--- src/hdl/qdx4_pkg.sv ---
// ----------------------------------------------------------------------------
// qdx4_pkg
// Shared types and constants of the x4 quadrature decoder.
// ----------------------------------------------------------------------------
`default_nettype none

package qdx4_pkg;

    localparam int NUM_COUNTERS = 4;   // relative counters, 1 to 2**IDX_W
    localparam int TIME_W       = 32;
    localparam int COUNT_W      = 32;
    localparam int IDX_W        = 2;
    localparam int STATE_W      = 2;

    typedef struct packed {
        logic              chan_a;
        logic              chan_b;
        logic [TIME_W-1:0] time_us;
        logic [IDX_W-1:0]  counter_index;
        logic              zero_counter;
    } t_sample;

    typedef struct packed {
        logic signed [COUNT_W-1:0] relative_count;
        logic [STATE_W-1:0]        channel_state;
        logic [TIME_W-1:0]         edge_period;
    } t_result;

endpackage

`default_nettype wire

--- src/hdl/qdx4_in_stage.sv ---
// ----------------------------------------------------------------------------
// qdx4_in_stage
// Input register: holds one sample transaction until the update stage takes it.
// ----------------------------------------------------------------------------
`default_nettype none

module qdx4_in_stage (
    input  wire               i_clk,
    input  wire               i_rst_n,
    input  wire               i_valid,
    input  qdx4_pkg::t_sample i_sample,
    input  wire               i_take,
    output logic              o_stall,
    output logic              o_valid,
    output qdx4_pkg::t_sample o_sample
);

    logic              r_valid;
    logic              n_valid;
    qdx4_pkg::t_sample r_sample;
    logic              accept;

    // full and not draining this cycle
    assign o_stall = r_valid && !i_take;
    assign accept  = i_valid && !o_stall;

    always_comb begin
        n_valid = r_valid;
        if (accept) begin
            n_valid = 1'b1;
        end else if (i_take) begin
            n_valid = 1'b0;
        end
    end

    always_ff @(posedge i_clk) begin
        if (!i_rst_n) begin
            r_valid <= 1'b0;
        end else begin
            r_valid <= n_valid;
        end
    end

    always_ff @(posedge i_clk) begin
        if (accept) begin
            r_sample <= i_sample;
        end
    end

    assign o_valid  = r_valid;
    assign o_sample = r_sample;

endmodule

`default_nettype wire

--- src/hdl/qdx4_update.sv ---
// ----------------------------------------------------------------------------
// qdx4_update
// Decoder state and single-pass update: edge detect, count, period, offsets.
// ----------------------------------------------------------------------------
`default_nettype none

module qdx4_update (
    input  wire               i_clk,
    input  wire               i_rst_n,
    input  wire               i_fire,
    input  qdx4_pkg::t_sample i_sample,
    output qdx4_pkg::t_result o_result
);

    logic [qdx4_pkg::STATE_W-1:0] r_prev;
    logic                         r_primed;
    logic [qdx4_pkg::COUNT_W-1:0] r_total;
    logic [qdx4_pkg::COUNT_W-1:0] r_offsets [qdx4_pkg::NUM_COUNTERS];
    logic [qdx4_pkg::TIME_W-1:0]  r_last_time;
    logic [qdx4_pkg::TIME_W-1:0]  r_period;

    logic [qdx4_pkg::COUNT_W-1:0] n_total;
    logic [qdx4_pkg::TIME_W-1:0]  n_period;
    logic [qdx4_pkg::STATE_W-1:0] cur;
    logic [qdx4_pkg::STATE_W-1:0] diff;
    logic                         valid_edge;
    logic [qdx4_pkg::TIME_W-1:0]  delta;
    logic [qdx4_pkg::COUNT_W-1:0] offs_sel;
    logic                         idx_hit;
    logic [qdx4_pkg::COUNT_W-1:0] rel;

    assign cur  = {i_sample.chan_a, i_sample.chan_b};
    assign diff = cur ^ r_prev;
    // exactly one bit changed; two-bit jumps are dropped
    assign valid_edge = r_primed && (diff[0] ^ diff[1]);
    assign delta      = i_sample.time_us - r_last_time;

    always_comb begin
        n_total  = r_total;
        n_period = r_period;
        if (valid_edge) begin
            if (r_prev[0] == cur[1]) begin
                n_total = r_total + 32'd1;
            end else begin
                n_total = r_total - 32'd1;
            end
            n_period = (delta >> 1) + (r_period >> 1);
        end
    end

    always_comb begin
        offs_sel = '0;
        idx_hit  = 1'b0;
        for (int i = 0; i < qdx4_pkg::NUM_COUNTERS; i++) begin
            if (32'(i_sample.counter_index) == 32'(i)) begin
                offs_sel = r_offsets[i];
                idx_hit  = 1'b1;
            end
        end
    end

    always_comb begin
        if (idx_hit && i_sample.zero_counter) begin
            rel = '0;
        end else begin
            rel = n_total - offs_sel;
        end
    end

    assign o_result.relative_count = rel;
    assign o_result.channel_state  = cur;
    assign o_result.edge_period    = n_period;

    always_ff @(posedge i_clk) begin
        if (!i_rst_n) begin
            r_prev      <= '0;
            r_primed    <= 1'b0;
            r_total     <= '0;
            r_last_time <= '0;
            r_period    <= '0;
            for (int i = 0; i < qdx4_pkg::NUM_COUNTERS; i++) begin
                r_offsets[i] <= '0;
            end
        end else if (i_fire) begin
            r_prev   <= cur;
            r_primed <= 1'b1;
            r_total  <= n_total;
            r_period <= n_period;
            if (valid_edge) begin
                r_last_time <= i_sample.time_us;
            end
            for (int i = 0; i < qdx4_pkg::NUM_COUNTERS; i++) begin
                if (i_sample.zero_counter &&
                    32'(i_sample.counter_index) == 32'(i)) begin
                    r_offsets[i] <= n_total;
                end
            end
        end
    end

endmodule

`default_nettype wire

--- src/hdl/quadrature_decoder_x4_core.sv ---
// ----------------------------------------------------------------------------
// quadrature_decoder_x4_core
// x4 quadrature decoder with relative counters and a smoothed edge period.
// ----------------------------------------------------------------------------
// Path: input register, then result register; a transaction waits in the input
//   register only while the result register is full and the output is stalled.
// Throughput: one transaction per cycle while the output is not stalled, set by the single-pass update.
// Reset: synchronous, active low; clears both pipeline valids, the count,
//   the offsets, the period and the priming flag.
// ----------------------------------------------------------------------------
`default_nettype none

module quadrature_decoder_x4_core (
    input  wire                                       i_clk,
    input  wire                                       i_rst_n,
    // sample channel
    input  wire                                       i_in_valid,
    output logic                                      o_in_stall,
    input  wire                                       i_chan_a,
    input  wire                                       i_chan_b,
    input  wire  [qdx4_pkg::TIME_W-1:0]               i_time_us,
    input  wire  [qdx4_pkg::IDX_W-1:0]                i_counter_index,
    input  wire                                       i_zero_counter,
    // result channel
    output logic                                      o_out_valid,
    input  wire                                       i_out_stall,
    output logic signed [qdx4_pkg::COUNT_W-1:0]       o_relative_count,
    output logic [qdx4_pkg::STATE_W-1:0]              o_channel_state,
    output logic [qdx4_pkg::TIME_W-1:0]               o_edge_period
);

    qdx4_pkg::t_sample in_sample;
    qdx4_pkg::t_sample st_sample;
    logic              st_valid;
    qdx4_pkg::t_result upd_result;
    logic              advance;

    logic              r_out_valid;
    logic              n_out_valid;
    qdx4_pkg::t_result r_result;

    assign in_sample.chan_a        = i_chan_a;
    assign in_sample.chan_b        = i_chan_b;
    assign in_sample.time_us       = i_time_us;
    assign in_sample.counter_index = i_counter_index;
    assign in_sample.zero_counter  = i_zero_counter;

    // The held sample moves into the result register (and commits its state
    // update) whenever that register is empty or is being emptied this cycle.
    // The input register therefore only back-pressures when both stages are
    // full and the consumer is stalling.
    assign advance = st_valid && (!r_out_valid || !i_out_stall);

    qdx4_in_stage u_in_stage (
        .i_clk    (i_clk),
        .i_rst_n  (i_rst_n),
        .i_valid  (i_in_valid),
        .i_sample (in_sample),
        .i_take   (advance),
        .o_stall  (o_in_stall),
        .o_valid  (st_valid),
        .o_sample (st_sample)
    );

    // Decoder state lives here; it only changes on advance, so a stalled
    // transaction never updates the count twice.
    qdx4_update u_update (
        .i_clk    (i_clk),
        .i_rst_n  (i_rst_n),
        .i_fire   (advance),
        .i_sample (st_sample),
        .o_result (upd_result)
    );

    // Result register: loaded on advance, cleared once the consumer takes it.
    always_comb begin
        n_out_valid = r_out_valid;
        if (advance) begin
            n_out_valid = 1'b1;
        end else if (!i_out_stall) begin
            n_out_valid = 1'b0;
        end
    end

    always_ff @(posedge i_clk) begin
        if (!i_rst_n) begin
            r_out_valid <= 1'b0;
        end else begin
            r_out_valid <= n_out_valid;
        end
    end

    always_ff @(posedge i_clk) begin
        if (advance) begin
            r_result <= upd_result;
        end
    end

    assign o_out_valid      = r_out_valid;
    assign o_relative_count = r_result.relative_count;
    assign o_channel_state  = r_result.channel_state;
    assign o_edge_period    = r_result.edge_period;

endmodule

`default_nettype wire

--- config.mk ---
export PLATFORM = sky130hd
export DESIGN_NAME = quadrature_decoder_x4_core
export DESIGN_NICKNAME = d
export VERILOG_FILES = /design/src/hdl/qdx4_pkg.sv /design/src/hdl/qdx4_in_stage.sv /design/src/hdl/qdx4_update.sv /design/src/hdl/quadrature_decoder_x4_core.sv
export SDC_FILE = /design/constraint.sdc
export NUM_CORES = 1
export LEC_CHECK = 0
export BUFFER_PORTS_ARGS = -buffer_cell sky130_fd_sc_hd__buf_2
export CORE_MARGIN = 8
export CORE_UTILIZATION = 25
export DETAILED_ROUTE_END_ITERATION = 12
export GPL_ROUTABILITY_DRIVEN = 0
export SLEW_MARGIN = 40
export SYNTH_ARGS = -nofsm -noshare
export SYNTH_HDL_FRONTEND = slang
export SYNTH_SLANG_ARGS = --single-unit
export TNS_END_PERCENT = 100
--- constraint.sdc ---
create_clock -name i_clk -period 6.7 [get_ports i_clk]
set_input_delay 2.01 -clock i_clk [delete_from_list [all_inputs] [get_ports i_clk]]
set_output_delay 2.01 -clock i_clk [all_outputs]
set_load 0.01 [all_outputs]
==> results.md <==
- Setup crit end kind: flop
- Combinational group share of total power: 17.8%
- Vias in the first global route: 14,721
- PostCTS Resize Cnt: 0
- Post-DP HPWL: roughly 35,000 um
- Initial Util: 25.0%
- Layout Area Growth over Synthesis: 16.2%
- Syn Area/Cell: 9.55 um^2
- Final setup violation count: 0
- Sw Pwr: approximately 0.0016 W
- VDD IR max: 0.172 mV
- Pre-CTS WS: 0.587 ns
- Worst reg-to-reg setup slack: 0.59 ns
- RSZ-0062 raised after global routing: false
- Row Count: between 100 and 150
- Num CTS Buffers: 39
- Iter 0 DRT Violations: 908
- Synthesis-stage register bit count: roughly 330
- Final Cell Area: 22,800 um^2
- Port bufs: between 100 and 150
- Kind of start point of the critical path: flop
- Normalized max-slew margin: between 40% and 50%
- Worst Tran Pin Value: 0.828 ns
- First-pass GRT wire length: 80,900 um
- Worst skew pair latency: around 0.58 ns
- Distinct cells, synth: 87
- PD cells: 244 nW/um^2
- Leak pwr: 8.62 nW
- Average wire per standard cell: between 15 and 20 um
- Switch share: 28.0%
- Register share of total power: 41.9%
- Post-synth EDFFs: between 200 and 250
- Tcrit/Tclk final: between 90% and 100%
- Width of the chip: a little under 300 um
- Required time of the critical path: 7.02 ns
- Vias/cell: 4.60
- # placed instances: 3,156
- Pre-Repair DR Iteration Count: 6
- Int Pwr: roughly 0.0040 W
- Gr ovfl total: 0
- Crit Path Category: flop to flop
- Area after DPL: 21,500 um^2
- Run status: complete, no violations
- Ys Warns: 0
- Clock group share of total power: 40.3%
- Post-route minimum period: 6.11 ns
- Layout cells sized above 1: 12.7%
- Total Power: 0.00557 W
- Initial antenna violation count: 0
- Commonest non-fill, non-tap cell in the layout: nand2_1
- Routed vias: 14,857
- IO Pins: 109
- Clk sink count: 332
- Largest net degree at the start of global routing: 73
- Maximum clock insertion buffer count: 3
- Gr usage total: 11.5%
- Worst setup margin: between 0.5 and 0.6 ns
- Die height: between 200 and 300 um
- CP arrival: 6.43 ns
- Sequential area share after synthesis: 45.6%
- Clock skew: 0.0323 ns
- Mapped Area: 19,700 um^2
- DRC errors left: 0
- Slew Limit Fails: 0
- Final hold vios: 0
- Maximum clock rate: 164 MHz
- Antenna diodes: 0
- Clock transition at path regs: 0.06 ns
- Core Box Area: 78,500 um^2
- Crit path max fanout: 14
- Fin cells: 3,228
- Post-route ant nets: 0
- Routed WL: just over 50,000 um
- Commonest non-fill, non-tap cells in the layout: nand2_1, nor2_1, edfxtp_1
- CTS tree: built
- Nets: approximately 2,300
- Die area: 87,900 um^2
- Maxcap violations: 0
- Post-Syn Instances: around 2,000
- Top FF cell, synth: edfxtp_1
- Clock Root Buffer: clkbuf_16
- H-tree depth: 2
- Asr flop ratio synth: 0%
- Syn nets: 2,218
- Hold Buf Count CTS: 0
- Hold/Removal Path Class: flop to flop
- Post-CTS Setup Repair Bufs: 0
-- cells in the mapped netlist, drive strengths merged, types with 32 or more instances --
master | n | area share (%)
a21o | 41 | 1.6
a21oi | 181 | 4.6
clkbuf | 71 | 1.4
dfxtp | 101 | 10
edfxtp | 231 | 35
ha | 114 | 7.3
inv | 104 | 2.0
nand2 | 319 | 6.1
nand3 | 41 | 1.0
nor2 | 248 | 4.7
o21ai | 70 | 1.8
xnor2 | 90 | 4.1
xor2 | 32 | 1.5
-- per-stage QoR --
step           setup TNS (ns)  util [%]  hold slack (ns)
6_report                    0      29.1            0.453
4_1_cts                     0      29.1            0.454
3_5_place_dp                0      27.4            0.447
3_3_place_gp                0      27.3            0.442
2_1_floorplan           -8.97         -            0.436
5_1_grt                     0      29.1            0.466
-- registers in the layout (all words and copies together) (netlist names) --
signal / count
o_channel_state: 2
o_edge_period: 32
o_out_valid: 1
o_relative_count: 32
u_in_stage.o_sample: 37
u_in_stage.o_valid: 1
u_update.r_last_time: 32
u_update.r_offsets: 128
u_update.r_period: 32
u_update.r_prev: 2
u_update.r_primed: 1
u_update.r_total: 32
-- critical path, cell delays in order (launching register included) --
cell and delay, ns:
edfxtp_1 0.48, xnor2_4 0.19, inv_1 0.40, ha_1 0.42, a21o_1 0.25, a21oi_1 0.23
nand2_1 0.13, a21o_1 0.20, a21oi_1 0.18, xnor2_1 0.12, mux2i_1 0.39, inv_1 0.11
ha_1 0.36, a21o_1 0.18, a31oi_1 0.24, maj3_1 0.28, a211oi_1 0.08, o31a_1 0.32
a211oi_2 0.34, a21oi_2 0.13, o2111a_1 0.27, o21ai_1 0.23, o221ai_1 0.20, mux2i_1 0.15
-- path summary, 6_finish.rpt --
check | startpoint | to | depth (start not counted)
worst max-delay path | u_in_stage.o_sample[36]$_DFFE_PP_ | o_relative_count[31]$_SDFFCE_PP0P_ | 23
worst min register to register | u_update.r_last_time[15]$_SDFFE_PN0P_ | u_update.r_last_time[15]$_SDFFE_PN0P_ | 2
worst max register to register | u_in_stage.o_sample[36]$_DFFE_PP_ | o_relative_count[31]$_SDFFCE_PP0P_ | 23
worst min-delay path | u_update.r_last_time[15]$_SDFFE_PN0P_ | u_update.r_last_time[15]$_SDFFE_PN0P_ | 2
-- cell type report --
type	instances	area, um^2
Clock buffer	52	1070
Clock inverter	20	275
Fill cell	8170	55600
Inverter	105	398
Multi-Input combinational cell	1529	10000
Sequential cell	332	8960
Tap cell	1050	1310
Timing Repair Buffer	140	817
-- kinds of logic (layout without fill, tap and decap cells) --
group | Yosys count | count (layout) | synth area share, %
AO/OA/AOI/OAI | 457 | 457 | 14.9
XOR/XNOR | 122 | 122 | 5.61
adder cells (fa/ha/maj) | 124 | 124 | 7.97
buffers and inverters | 198 | 317 | 3.90
flip-flops | 332 | 332 | 45.6
multiplexers | 51 | 51 | 4.58
AND/OR/NAND/NOR | 775 | 775 | 17.4
-- power by group through the flow --
| stage | clock network, W | registers, W | logic, W |
|---|---|---|---|
| floorplan | 0 | 0.00238 | 0.000715 |
| global placement | 0 | 0.00238 | 0.000989 |
| detailed placement | 0 | 0.00238 | 0.000993 |
| CTS | 0.00232 | 0.00233 | 0.000999 |
| global route | 0.00240 | 0.00234 | 0.00111 |
| finish | 0.00225 | 0.00233 | 0.000991 |
-- per-layer routing --
| layer | wire [um] | global-route usage, % | up-vias | share of wire (%) |
|---|---|---|---|---|
| met1 | 23300 | 14.7 | 6953 | 46 |
| met5 | 0 | 0 | - | 0 |
| met3 | 2600 | 1.99 | 62 | 5.1 |
| met2 | 24000 | 19.8 | 309 | 47 |
| li1 | - | - | 7533 | - |
| met4 | 1040 | 3.15 | 0 | 2.0 |
Note: power is estimated with default switching activity, not from simulation.
